File: config.mk
export PLATFORM = sky130hd
export DESIGN_NAME = camera_health_persistence_flat
export DESIGN_NICKNAME = d
export VERILOG_FILES = /design/src/rtl/core/chp_pkg.sv /design/src/rtl/core/chp_ifs.sv /design/src/rtl/core/chp_tracker.sv /design/src/rtl/core/camera_health_persistence.sv /design/src/flat_wrapper.sv
export SDC_FILE = /design/constraint.sdc
export NUM_CORES = 1
export LEC_CHECK = 0
export CORE_AREA = 2 2 269 271
export DETAILED_ROUTE_END_ITERATION = 10
export DIE_AREA = 0 0 271 273
export DONT_BUFFER_PORTS = 1
export GPL_TIMING_DRIVEN = 0
export HOLD_SLACK_MARGIN = 0.08
export SLEW_MARGIN = 5
export SYNTH_ARGS = -nofsm -noshare
export SYNTH_HDL_FRONTEND = slang
export SYNTH_SLANG_ARGS = --single-unit
File: constraint.sdc
create_clock -name clk -period 4.8 [get_ports clk]
set_input_delay 1.44 -clock clk [delete_from_list [all_inputs] [get_ports clk]]
set_output_delay 1.44 -clock clk [all_outputs]
set_load 0.01 [all_outputs]
File: src/rtl/core/chp_pkg.sv
// Shared types and constants for the camera health persistence filter.
package chp_pkg;

	// Issue codes seen on a frame and reported as the active issue
	typedef enum logic [1:0] {
		ISSUE_NONE        = 2'd0,
		ISSUE_OBSTRUCTION = 2'd1,
		ISSUE_BLUR        = 2'd2
	} issue_t;

	// Configuration register indexes
	localparam int unsigned CFG_IDX_W = 3;
	localparam logic [CFG_IDX_W-1:0] CFG_INTERVAL     = 3'd0;
	localparam logic [CFG_IDX_W-1:0] CFG_DARK_LIMIT   = 3'd1;
	localparam logic [CFG_IDX_W-1:0] CFG_BRIGHT_LIMIT = 3'd2;
	localparam logic [CFG_IDX_W-1:0] CFG_BLUR_LIMIT   = 3'd3;
	localparam logic [CFG_IDX_W-1:0] CFG_PERSIST      = 3'd4;
	localparam logic [CFG_IDX_W-1:0] CFG_CLEAR        = 3'd5;

	localparam int unsigned TS_W    = 48;
	localparam int unsigned RATIO_W = 17;
	localparam int unsigned VAR_W   = 32;
	localparam int unsigned MS_W    = 24;
	localparam int unsigned CNT_W   = 16;

	// Reset value of the ratio limits: 1.0 in Q1.16
	localparam logic [RATIO_W-1:0] RATIO_ONE = 17'h10000;

	typedef struct packed {
		logic [MS_W-1:0]    interval_ms;
		logic [RATIO_W-1:0] dark_limit;
		logic [RATIO_W-1:0] bright_limit;
		logic [VAR_W-1:0]   blur_limit;
		logic [MS_W-1:0]    persist_ms;
		logic [MS_W-1:0]    clear_ms;
	} cfg_t;

	typedef struct packed {
		logic               frame_present;
		logic               has_pixels;
		logic [TS_W-1:0]    timestamp_ms;
		logic [RATIO_W-1:0] dark_ratio;
		logic [RATIO_W-1:0] bright_ratio;
		logic [VAR_W-1:0]   laplacian_variance;
	} frame_t;

	typedef struct packed {
		logic               status_valid;
		issue_t             active_issue;
		logic [CNT_W-1:0]   suspect_frames;
		logic [RATIO_W-1:0] dark_ratio_out;
		logic [RATIO_W-1:0] bright_ratio_out;
		logic [VAR_W-1:0]   variance_out;
	} status_t;

endpackage

File: src/rtl/core/chp_ifs.sv
// Channel interfaces: frame statistics in, status out, configuration writes.
interface chp_frame_if;
	logic        valid;
	logic        ready;
	logic        frame_present;
	logic        has_pixels;
	logic [47:0] timestamp_ms;
	logic [16:0] dark_ratio;
	logic [16:0] bright_ratio;
	logic [31:0] laplacian_variance;

	modport source (output valid, frame_present, has_pixels, timestamp_ms, dark_ratio,
		bright_ratio, laplacian_variance, input ready);
	modport sink (input valid, frame_present, has_pixels, timestamp_ms, dark_ratio,
		bright_ratio, laplacian_variance, output ready);
endinterface

interface chp_status_if;
	logic        valid;
	logic        ready;
	logic        status_valid;
	logic [1:0]  active_issue;
	logic        contamination;
	logic [15:0] suspect_frames;
	logic [16:0] dark_ratio_out;
	logic [16:0] bright_ratio_out;
	logic [31:0] variance_out;

	modport source (output valid, status_valid, active_issue, contamination,
		suspect_frames, dark_ratio_out, bright_ratio_out, variance_out, input ready);
	modport sink (input valid, status_valid, active_issue, contamination,
		suspect_frames, dark_ratio_out, bright_ratio_out, variance_out, output ready);
endinterface

interface chp_cfg_if;
	logic        valid;
	logic        ready;
	logic [2:0]  index;
	logic [31:0] data;

	modport source (output valid, index, data, input ready);
	modport sink (input valid, index, data, output ready);
endinterface

File: src/rtl/core/chp_tracker.sv
// Frame classification and issue persistence state; holds the reported status.
module chp_tracker
	import chp_pkg::*;
(
	input  logic    clk,
	input  logic    arst_n,
	input  logic    commit,
	input  frame_t  item,
	input  cfg_t    cfg,
	output status_t held
);

	typedef struct packed {
		logic [TS_W-1:0]  last_time;
		issue_t           pending;
		issue_t           current;
		logic [TS_W-1:0]  pending_since;
		logic [TS_W-1:0]  healthy_since;
		logic [CNT_W-1:0] count;
		status_t          status;
	} trk_state_t;

	trk_state_t state_q;
	trk_state_t state_nxt;

	logic               skip;
	logic [TS_W:0]      gap_d;
	logic [TS_W:0]      heal_d;
	logic [TS_W:0]      pend_d;
	logic [RATIO_W-1:0] dark;
	logic [RATIO_W-1:0] bright;
	logic [VAR_W-1:0]   var_v;
	issue_t             seen;
	logic               activate;

	// Elapsed times against the stored marks; top bit set means time went backwards
	assign gap_d  = {1'b0, item.timestamp_ms} - {1'b0, state_q.last_time};
	assign heal_d = {1'b0, item.timestamp_ms} - {1'b0, state_q.healthy_since};
	assign pend_d = {1'b0, item.timestamp_ms} - {1'b0, state_q.pending_since};

	// Repeat the held status for a missing frame or one inside the interval
	assign skip = !item.frame_present ||
		(state_q.last_time != '0 && !gap_d[TS_W] &&
		 gap_d[TS_W-1:0] < {{(TS_W-MS_W){1'b0}}, cfg.interval_ms});

	// Force the statistics to zero for an empty frame
	assign dark   = item.has_pixels ? item.dark_ratio : '0;
	assign bright = item.has_pixels ? item.bright_ratio : '0;
	assign var_v  = item.has_pixels ? item.laplacian_variance : '0;

	// Classify the frame
	always_comb begin
		if (dark >= cfg.dark_limit || bright >= cfg.bright_limit) begin
			seen = ISSUE_OBSTRUCTION;
		end else if (var_v < cfg.blur_limit) begin
			seen = ISSUE_BLUR;
		end else begin
			seen = ISSUE_NONE;
		end
	end

	// Advance the persistence tracking
	always_comb begin
		state_nxt = state_q;
		activate  = 1'b0;
		if (!skip) begin
			state_nxt.last_time = item.timestamp_ms;
			if (seen == ISSUE_NONE) begin
				state_nxt.pending       = ISSUE_NONE;
				state_nxt.pending_since = '0;
				state_nxt.count         = '0;
				if (state_q.current != ISSUE_NONE) begin
					if (state_q.healthy_since == '0) begin
						state_nxt.healthy_since = item.timestamp_ms;
					end else if (!heal_d[TS_W] && heal_d[TS_W-1:0] >=
							{{(TS_W-MS_W){1'b0}}, cfg.clear_ms}) begin
						state_nxt.current = ISSUE_NONE;
					end
				end else begin
					state_nxt.healthy_since = '0;
				end
			end else begin
				state_nxt.healthy_since = '0;
				state_nxt.pending       = seen;
				if (state_q.pending != seen) begin
					state_nxt.pending_since = item.timestamp_ms;
					state_nxt.count         = CNT_W'(1);
					activate                = (cfg.persist_ms == '0);
				end else begin
					if (state_q.count != '1) begin
						state_nxt.count = state_q.count + CNT_W'(1);
					end
					activate = !pend_d[TS_W] && pend_d[TS_W-1:0] >=
						{{(TS_W-MS_W){1'b0}}, cfg.persist_ms};
				end
				if (activate) begin
					state_nxt.current = seen;
				end
			end
			state_nxt.status.status_valid     = item.has_pixels;
			state_nxt.status.active_issue     = state_nxt.current;
			state_nxt.status.suspect_frames   = state_nxt.count;
			state_nxt.status.dark_ratio_out   = dark;
			state_nxt.status.bright_ratio_out = bright;
			state_nxt.status.variance_out     = var_v;
		end
	end

	// Hold state, update on each committed item
	always_ff @(posedge clk or negedge arst_n) begin
		if (!arst_n) begin
			state_q <= '0;
		end else if (commit) begin
			state_q <= state_nxt;
		end
	end

	assign held = state_q.status;

endmodule

File: src/rtl/core/camera_health_persistence.sv
// Top level of the camera health persistence filter.
// Takes one frame statistics record per cycle while the output is not stalled, and returns one
// status record for each, in order. Each record passes an input register, then the classification
// and persistence update, done combinationally against the tracking state, whose result lands
// in the tracker's state and status register that
// drives the output. A new record is taken while a status waits, as long as the input
// register frees up in that cycle. Configuration writes are always accepted and take
// effect on the next record; write them only with no record in flight. Unknown register
// indexes are ignored. There is no clearing pass after reset.
module camera_health_persistence
	import chp_pkg::*;
(
	input  logic          clk,
	input  logic          arst_n,
	chp_frame_if.sink     frame,
	chp_status_if.source  status,
	chp_cfg_if.sink       cfg
);

	cfg_t    cfg_q;
	frame_t  item_s1;
	logic    valid_s1;
	logic    out_valid_q;
	logic    advance;
	logic    commit;
	status_t held;

	// Configuration registers
	assign cfg.ready = 1'b1;

	always_ff @(posedge clk or negedge arst_n) begin
		if (!arst_n) begin
			cfg_q.interval_ms  <= '0;
			cfg_q.dark_limit   <= RATIO_ONE;
			cfg_q.bright_limit <= RATIO_ONE;
			cfg_q.blur_limit   <= '0;
			cfg_q.persist_ms   <= '0;
			cfg_q.clear_ms     <= '0;
		end else if (cfg.valid) begin
			unique case (cfg.index)
				CFG_INTERVAL:     cfg_q.interval_ms  <= cfg.data[MS_W-1:0];
				CFG_DARK_LIMIT:   cfg_q.dark_limit   <= cfg.data[RATIO_W-1:0];
				CFG_BRIGHT_LIMIT: cfg_q.bright_limit <= cfg.data[RATIO_W-1:0];
				CFG_BLUR_LIMIT:   cfg_q.blur_limit   <= cfg.data[VAR_W-1:0];
				CFG_PERSIST:      cfg_q.persist_ms   <= cfg.data[MS_W-1:0];
				CFG_CLEAR:        cfg_q.clear_ms     <= cfg.data[MS_W-1:0];
				default: ;
			endcase
		end
	end

	// Status register frees when empty or its transfer completes
	assign advance     = !out_valid_q || status.ready;
	assign commit      = valid_s1 && advance;
	assign frame.ready = !valid_s1 || advance;

	// Input register
	always_ff @(posedge clk or negedge arst_n) begin
		if (!arst_n) begin
			valid_s1 <= 1'b0;
		end else if (frame.ready) begin
			valid_s1 <= frame.valid;
		end
	end

	always_ff @(posedge clk) begin
		if (frame.valid && frame.ready) begin
			item_s1.frame_present      <= frame.frame_present;
			item_s1.has_pixels         <= frame.has_pixels;
			item_s1.timestamp_ms       <= frame.timestamp_ms;
			item_s1.dark_ratio         <= frame.dark_ratio;
			item_s1.bright_ratio       <= frame.bright_ratio;
			item_s1.laplacian_variance <= frame.laplacian_variance;
		end
	end

	// Classification, persistence state and held status
	chp_tracker u_tracker (
		.clk    (clk),
		.arst_n (arst_n),
		.commit (commit),
		.item   (item_s1),
		.cfg    (cfg_q),
		.held   (held)
	);

	// Output valid follows the held status register
	always_ff @(posedge clk or negedge arst_n) begin
		if (!arst_n) begin
			out_valid_q <= 1'b0;
		end else if (advance) begin
			out_valid_q <= valid_s1;
		end
	end

	assign status.valid            = out_valid_q;
	assign status.status_valid     = held.status_valid;
	assign status.active_issue     = held.active_issue;
	assign status.contamination    = (held.active_issue != ISSUE_NONE);
	assign status.suspect_frames   = held.suspect_frames;
	assign status.dark_ratio_out   = held.dark_ratio_out;
	assign status.bright_ratio_out = held.bright_ratio_out;
	assign status.variance_out     = held.variance_out;

	// A status appears only for a record that sat in the input register
	a_status_from_input: assert property (@(posedge clk) disable iff (!arst_n)
		$rose(out_valid_q) |-> $past(valid_s1))
		else $error("status raised without an input record");

	// A record waiting in the input register is never dropped
	a_s1_kept: assert property (@(posedge clk) disable iff (!arst_n)
		valid_s1 && !advance |=> valid_s1 && $stable(item_s1))
		else $error("input register lost a waiting record");

	// A full pipeline with a stalled output takes no new record
	a_full_stall: assert property (@(posedge clk) disable iff (!arst_n)
		valid_s1 && out_valid_q && !status.ready |-> !frame.ready)
		else $error("record accepted into a full pipeline");

endmodule

File: src/flat_wrapper.sv
// flat-port wrapper written by rule: the top's interface ports become plain ports
module camera_health_persistence_flat import chp_pkg::*;
  (clk, arst_n, frame_valid, frame_frame_present, frame_has_pixels, frame_timestamp_ms, frame_dark_ratio, frame_bright_ratio, frame_laplacian_variance, frame_ready, status_valid, status_status_valid, status_active_issue, status_contamination, status_suspect_frames, status_dark_ratio_out, status_bright_ratio_out, status_variance_out, status_ready, cfg_valid, cfg_index, cfg_data, cfg_ready);
  chp_frame_if frame_i ();
  chp_status_if status_i ();
  chp_cfg_if cfg_i ();
  input  logic clk;
  input  logic arst_n;
  input wire logic [$bits(frame_i.valid)-1:0] frame_valid;
  input wire logic [$bits(frame_i.frame_present)-1:0] frame_frame_present;
  input wire logic [$bits(frame_i.has_pixels)-1:0] frame_has_pixels;
  input wire logic [$bits(frame_i.timestamp_ms)-1:0] frame_timestamp_ms;
  input wire logic [$bits(frame_i.dark_ratio)-1:0] frame_dark_ratio;
  input wire logic [$bits(frame_i.bright_ratio)-1:0] frame_bright_ratio;
  input wire logic [$bits(frame_i.laplacian_variance)-1:0] frame_laplacian_variance;
  output wire logic [$bits(frame_i.ready)-1:0] frame_ready;
  output wire logic [$bits(status_i.valid)-1:0] status_valid;
  output wire logic [$bits(status_i.status_valid)-1:0] status_status_valid;
  output wire logic [$bits(status_i.active_issue)-1:0] status_active_issue;
  output wire logic [$bits(status_i.contamination)-1:0] status_contamination;
  output wire logic [$bits(status_i.suspect_frames)-1:0] status_suspect_frames;
  output wire logic [$bits(status_i.dark_ratio_out)-1:0] status_dark_ratio_out;
  output wire logic [$bits(status_i.bright_ratio_out)-1:0] status_bright_ratio_out;
  output wire logic [$bits(status_i.variance_out)-1:0] status_variance_out;
  input wire logic [$bits(status_i.ready)-1:0] status_ready;
  input wire logic [$bits(cfg_i.valid)-1:0] cfg_valid;
  input wire logic [$bits(cfg_i.index)-1:0] cfg_index;
  input wire logic [$bits(cfg_i.data)-1:0] cfg_data;
  output wire logic [$bits(cfg_i.ready)-1:0] cfg_ready;
  assign frame_i.valid = frame_valid;
  assign frame_i.frame_present = frame_frame_present;
  assign frame_i.has_pixels = frame_has_pixels;
  assign frame_i.timestamp_ms = frame_timestamp_ms;
  assign frame_i.dark_ratio = frame_dark_ratio;
  assign frame_i.bright_ratio = frame_bright_ratio;
  assign frame_i.laplacian_variance = frame_laplacian_variance;
  assign frame_ready = frame_i.ready;
  assign status_valid = status_i.valid;
  assign status_status_valid = status_i.status_valid;
  assign status_active_issue = status_i.active_issue;
  assign status_contamination = status_i.contamination;
  assign status_suspect_frames = status_i.suspect_frames;
  assign status_dark_ratio_out = status_i.dark_ratio_out;
  assign status_bright_ratio_out = status_i.bright_ratio_out;
  assign status_variance_out = status_i.variance_out;
  assign status_i.ready = status_ready;
  assign cfg_i.valid = cfg_valid;
  assign cfg_i.index = cfg_index;
  assign cfg_i.data = cfg_data;
  assign cfg_ready = cfg_i.ready;
  camera_health_persistence u_core (.clk(clk), .arst_n(arst_n), .frame(frame_i), .status(status_i), .cfg(cfg_i));
endmodule
==> results of run 1 <==
[final timing paths]
check	startpoint	to	slack [ns]	cells past startpoint
setup / recovery	u_core.item_s1[66]$_DFFE_PP_	u_core.u_tracker.state_q[195]$_DFFE_PN0P_	-1.15	31
hold / removal	u_core.valid_s1$_DFFE_PN0N_	u_core.status.valid$_DFFE_PN0P_	0.49	1
setup reg to reg	u_core.item_s1[66]$_DFFE_PP_	u_core.u_tracker.state_q[195]$_DFFE_PN0P_	-1.15	31
hold reg to reg	u_core.valid_s1$_DFFE_PN0N_	u_core.status.valid$_DFFE_PN0P_	0.49	1
max in group asynchronous	arst_n	u_core.u_tracker.state_q[136]$_DFFE_PN0P_	3.67	0
min in group asynchronous	arst_n	u_core.cfg_q[106]$_DFFE_PN0P_	0.52	0
[cells by family (layout without fill, tap and decap cells)]
family,Yosys count,count (layout),share of synthesized area
muxes,184,184,0.06495
xor gates and xnor gates,91,91,0.02509
other,1,3,0.0001181
DFF,487,487,0.4020
AOI/OAI and AO/OA,894,894,0.1861
buffers and inverters,549,719,0.07913
adders and majority gates,284,284,0.1126
and+or+nand+nor,833,833,0.1301
[metrics by stage]
stage,worst slack (ns),total power [mW],setup TNS (ns),instances,hold slack [ns]
after floorplan,-0.2794,11.09,-37.24,3323,0.4631
after global placement,-2.422,12.88,-474.78,4273,0.4743
after detailed placement,-2.519,12.97,-494.44,4276,0.4820
after CTS,-1.223,17.69,-248.43,4428,0.4883
after global routing,-1.377,22.03,-296.29,4445,0.4933
final,-1.153,20.80,-244.38,4445,0.4923
[cells in the mapped netlist, types with 7 or more instances]
cell type and instances:
dfrtp_1 369, inv_1 319, ha_1 281, nand2_1 262, o21ai_0 231, a21oi_1 212, nor2_1 143, edfxtp_1 116
clkbuf_1 108, mux2_2 106, a22o_1 96, buf_4 90, nand4_1 78, and2_1 73, mux2_1 71, nand3_1 65
xnor2_1 53, nor3_1 48, nor4_1 47, a21o_1 46, xor2_1 38, a211oi_1 35, o31ai_1 31, o211ai_1 26
o21a_1 26, and3_1 21, buf_2 20, nand2b_1 20, a21boi_0 19, nor2b_1 18, o41ai_1 18, o21bai_1 17
a31oi_1 15, a2111oi_0 13, buf_6 12, o2111ai_1 12, or3_1 11, a221oi_1 10, o22ai_1 10, or2_2 9
mux2i_1 7, o221ai_1 7
[layout make-up]
| cell class | instances | area (um^2) |
|---|---|---|
| Fill cell | 6494 | 34100 |
| Multi-Input combinational cell | 2287 | 17270 |
| Sequential cell | 487 | 12770 |
| Clock buffer | 82 | 1579 |
| Buffer | 220 | 1563 |
| Inverter | 319 | 1197 |
| Tap cell | 950 | 1189 |
| Timing Repair Buffer | 80 | 1087 |
| Clock inverter | 18 | 235.2 |
| Antenna cell | 2 | 5.005 |
[state kept, by name (all words and copies together), names as in the netlist]
signal / cells
u_core.cfg_q: 138
u_core.item_s1: 116
u_core.status.valid: 1
u_core.u_tracker.held: 85
u_core.valid_s1: 1
u_core.u_tracker.state_q: 146
[layer usage]
metal / wire, um / vias up
met4: 3207 / 0
met1: 44920 / 12710
met2: 45830 / 755
li1: - / 12230
met3: 5219 / 160
met5: 0 / -
[what timing repair did]
action / 4_1_cts / 5_1_grt
pin swaps: 14 / 54
buffers inserted: 40 / 24
resized for setup: 211 / 56
cloned: 13 / 4
endpoints found under the setup margin: 231 / 231
[worst reg2reg max path: cells and delay by family, from the launching register on]
kind                     cells  cell delay [ns]
adder cells (fa/ha/maj)      3             0.80
XOR/XNOR                     1             0.11
AND/OR/NAND/NOR              7             0.99
AO/OA/AOI/OAI                8             1.81
flip-flops                   1             0.51
buffers and inverters       12             1.58
[power breakdown]
group	switching (mW)	internal [mW]
clock network	1.82	2.45
registers	0.668	5.18
logic	6.19	4.49
total	8.68	12.1
==> flow_summary.yaml, run 1 <==
timing:
  fin_crit_sh: 1.240
  setup_viol: 231
  max_slew_margin: 0.1882
  hold_violations: 0
  report.final.slew_viol_count: 0
  fmax_ghz: 0.1680
  min_period_ns: 5.953
  layout_setup_ws_ns: -1.153
  worstMarginPinSlew_ns: 1.187
  fin_skew_ns: 0.04448
  rsz0062_at_grt: "yes"
grt:
  antenna_found_initial: 4
  grt_util_met1: 0.3687
  busiest_layer: "met2"
  grt_first_pass_wirelength_um: 150600
  grt_overflow: 0
  grt_usage: 0.2621
  grt_pass1_vias: 25210
  grt_max_degree: 372
  met2_usage: 0.4246
  grt_util_met3: 0.02697
worst_setup_path:
  path_class: "flop to flop"
  worstPathMaxFanout: 10
  critical_path_required_ns: 5.29
  crit_path_end_kind: "flop"
  cp_data_arrival_time_ns: 6.44
  slowest_delay_ns: 0.51
  worstSetupStartpointType: "flop"
  crit_slowest_cell: "edfxtp_1"
  crit_top_cell: "buf_4"
  crit_buf_inv: 12
  crit_family: "compound AO/OA/AOI/OAI gates"
layout:
  nNetsFinal: 3889
  final_core_util: 0.5197
  area_delta_synth_final_pct: 16.14
  final_common_cell: "dfrtp_1"
  drive_gt1_frac: 0.1563
  layout_common_cells: "dfrtp_1, inv_1, ha_1, nand2_1, o21ai_0"
  fin_area_mm2: 0.03689
clock_network:
  cts_buffers: 54
  holdBufCountCts: 0
  clk_path_buf_depth: 3
  cts_tree: "done"
  clkTransAtPathRegs_ns: 0.06
  insertion_delay_ns: 0.64
  htreeDepth: 2
  clkSinkCount: 487
  cts_root_buffer: "clkbuf_16"
routing:
  drt-pass1-iter-count: 6
  routed_wl_um: 99170
  num_vias: 25860
  drt.antenna.violating_nets: 0
  routed_via_density: 5.817
  wire_per_inst_um: 22.31
  post-route-drc-count: 0
  drt-initial-drc-count: 2230
placed_design:
  io_buffers: 0
  gp_congestion: 0.9355
  hpwl_um: 74040
  dpl_cell_area_mm2: 0.03323
synth:
  syn_area_per_cell_um2: 9.559
  synth_top_area_share: 0.2907
  syn_nets: 3763
  synth_edf_count: 116
  ys_seq_area_frac: 0.4020
  yosys_warnings: 0
  synth_flop_cell: "dfrtp_1"
  synth_cells: 3323
  yosysTopAreaCell: "dfrtp_1"
  synthArstFlopShare: 0.7618
  synth.area.top_cells: "dfrtp_1, ha_1, edfxtp_1, inv_1, mux2_2"
  syn_area_mm2: 0.03177
  netlist-cell-type-count: 88
  synth-seq-cells: 487
run_status:
  violations: "negative setup slack"
  outcome: "finished with violations"
floorplanning:
  fp.dieH_um: 273
  row_count: 98
  ios: 245
  die-area_mm2: 0.07398
  die_w_um: 271
  start_util: 0.4474
  core_area_mm2: 0.07100
worst_hold_path:
  hold_path.class: "flop to flop"
job:
  drv_cap: 0
power:
  leakage_nw: 16.28
  power_density_mw_per_mm2: 563.8
  ir_worst_vdd_mv: 0.3797
Power figures use the tool's default switching activity.
==> inputs of run 2 (changes only) <==
ABC_AREA = 1   (was unset)
CORE_AREA = 2 2 278 280   (was 2 2 269 271)
DIE_AREA = 0 0 280 282   (was 0 0 271 273)
==> flow_summary.yaml, run 2 <==
run_status:
  outcome: "finished, final reports clean"
routing:
  drt-initial-drc-count: 2690
  route.met3.wl_um: 7510
  drt-pass1-iter-count: 8
  routed_via_density: 5.268
  drt.antenna.violating_nets: 0
  wl_met1_um: 53050
  top_layer: "met4"
  routed_wl_um: 115600
  num_vias: 30790
  route.met2.wl_um: 51930
  wire_per_inst_um: 19.78
  post-route-drc-count: 0
worst_setup_path:
  rr_endpoint: "u_core.u_tracker.held[79]$_DFFE_PN0P_"
  crit_slowest_cell: "edfxtp_1"
  timing.rr.start: "u_core.item_s1[72]$_DFFE_PP_"
  worstSetupStartpointType: "flop"
  crit_buf_inv: 7
  regToRegSetupSlack_ns: 0.18
  critical_path_required_ns: 5.25
  crit_path_end_kind: "flop"
  reg2regPathDepth: 29
  crit_top_cell: "buf_4"
  path_class: "flop to flop"
  worstPathMaxFanout: 10
  crit_family: "simple AND/OR/NAND/NOR gates"
  slowest_delay_ns: 0.35
  cp_data_arrival_time_ns: 5.08
synth:
  syn_area_per_cell_um2: 7.186
  yosysTopAreaCell: "dfrtp_1"
  synth_edf_count: 116
  synth_cells: 4718
  ys_seq_area_frac: 0.3767
  synth.area.top_cells: "dfrtp_1, nand2_1, ha_1, edfxtp_1, inv_1"
  synth_flop_cell: "dfrtp_1"
  synth_common_cells: "nand2_1, inv_1, dfrtp_1"
  syn_nets: 5158
  synth_top_area_share: 0.2724
  syn_area_mm2: 0.03390
  synthArstFlopShare: 0.7618
  yosysMostFrequentCell: "nand2_1"
  synth-seq-cells: 487
  netlist-cell-type-count: 49
  yosys_warnings: 0
power:
  power_density_mw_per_mm2: 498.2
  finalPower_mw: 18.97
  leakage_nw: 19.84
  ir_worst_vdd_mv: 0.3309
layout:
  layout_common_cells: "nand2_1, inv_1, dfrtp_1, o21ai_0, nor2_1"
  fin_area_mm2: 0.03807
  largest_reg_flops: 146
  nNetsFinal: 5260
  stdcell_count: 5844
  fillers: 7623
  seqCellArea_mm2: 0.01277
  largest-register: "u_core.u_tracker.state_q"
  drive_gt1_frac: 0.07813
  top_regs: "u_core.u_tracker.state_q: 146 flops, u_core.cfg_q: 138 flops, u_core.item_s1: 116 flops"
  multi_input_area_mm2: 0.01734
  final_common_cell: "nand2_1"
  area_delta_synth_final_pct: 12.30
clock_network:
  cts_tree: "done"
  insertion_delay_ns: 0.65
  clkSinkCount: 487
  cts_buffers: 54
  cts_root_buffer: "clkbuf_16"
  htreeDepth: 2
  clkTransAtPathRegs_ns: 0.06
  holdBufCountCts: 0
  clk_path_buf_depth: 3
grt:
  grt_overflow: 0
  grt_usage: 0.2893
  grt_first_pass_wirelength_um: 172300
  grt_pass1_vias: 29380
  grt_max_degree: 372
  antenna_found_initial: 9
timing:
  worstMarginPinSlew_ns: 0.9986
  min_period_ns: 4.622
  max_slew_margin: 0.3343
  setup_viol: 0
  fin_skew_ns: 0.07497
  fin_crit_sh: 0.9630
  report.final.slew_viol_count: 0
  setup_tns_ns: 0
  hold_violations: 0
  fmax_ghz: 0.2163
worst_hold_path:
  hold_path.class: "flop to flop"
  hold_path.startpoint: "u_core.cfg_q[106]$_DFFE_PN0P_"
  hold_depth: 2
  hold_path_end: "u_core.cfg_q[106]$_DFFE_PN0P_"
floorplanning:
  row_count: 101
  die-area_mm2: 0.07896
  start_util: 0.4479
  die_w_um: 280
  core_area_mm2: 0.07570
  fp.dieH_um: 282
  ios: 245
job:
  drv_cap: 0
placed_design:
  placed_cells: 5697
  gp_congestion: 0.9860
  hpwl_um: 91750
  dpl_cell_area_mm2: 0.03516
  io_buffers: 0
run 2: cell types whose count changed after synthesis, moves of 96 or more:
cell / before / now
o21ai_0: 231 / 333
nor2_1: 143 / 320
mux2_2: 106 / 0
inv_1: 319 / 888
nand2_1: 262 / 1407
nand3_1: 65 / 169
a22o_1: 96 / 0
run 2: layout make-up:
cell class,count,area share
well taps,978,0.03214
plain buffers,168,0.03020
clock inverters,20,0.005948
diodes,2,0.0001315
flip-flops and latches,487,0.3354
inverters,889,0.08788
clock buffers,80,0.04285
repair buffers,46,0.01006
multi-input cells,3174,0.4554
run 2: through the flow:
stage          hold WS (ns)  utilization  setup WS, ns
6_report             0.4795       0.5030        0.1776
4_1_cts              0.4631       0.4976      0.001668
2_1_floorplan        0.4530            -        0.3756
5_1_grt              0.4652       0.5030      -0.01753
3_5_place_dp         0.4723       0.4645       -0.6902
3_3_place_gp         0.4671       0.4640        -1.221
run 2: kinds of logic after synthesis:
logic type | count (synthesis) | synth area share
buffers and inverters | 1057 | 0.1304
flip-flops | 487 | 0.3767
AND/OR/NAND/NOR | 2095 | 0.2527
other | 1 | 0.0001106
XOR/XNOR | 78 | 0.02015
AO/OA/AOI/OAI | 716 | 0.1145
adder cells (fa/ha/maj) | 284 | 0.1055
run 2: worst max-delay path by stage:
stage / start / end / slack [ns] / cells past startpoint
5_1_grt: u_core.item_s1[88]$_DFFE_PP_ / u_core.u_tracker.held[76]$_DFFE_PN0P_ / -0.02 / 26
2_1_floorplan: status_ready / u_core.item_s1[0]$_DFFE_PP_ / 0.38 / 4
3_5_place_dp: u_core.item_s1[66]$_DFFE_PP_ / u_core.u_tracker.state_q[199]$_DFFE_PN0P_ / -0.69 / 26
4_1_cts: u_core.item_s1[79]$_DFFE_PP_ / u_core.u_tracker.held[79]$_DFFE_PN0P_ / 0.002 / 28
6_report: u_core.item_s1[72]$_DFFE_PP_ / u_core.u_tracker.held[79]$_DFFE_PN0P_ / 0.18 / 29
3_3_place_gp: status_ready / u_core.item_s1[59]$_DFFE_PP_ / -1.22 / 4
run 2: power breakdown:
group / internal [mW] / switching (mW)
combinational: 3.22 / 5.91
sequential: 5.02 / 0.487
clock: 2.52 / 1.81
run 2: what timing repair did:
item | 4_1_cts | 5_1_grt
pin swaps | 9 | 15
resized for setup | 74 | 77
setup buffers | 33 | 11
gates cloned | 0 | 1
setup endpoints to repair | 231 | 231
run 2: worst min-delay path: stages (launching register included):
cell,delay (ns)
dfrtp_1,0.34
nand2_1,0.05
o21ai_0,0.05
run 2: per-layer routing:
metal / vias to the layer above / track usage
li1: 15180 / -
met1: 14570 / 0.4149
met2: 901 / 0.4615
met3: 140 / 0.03339
met4: 0 / 0.08021
met5: - / 0
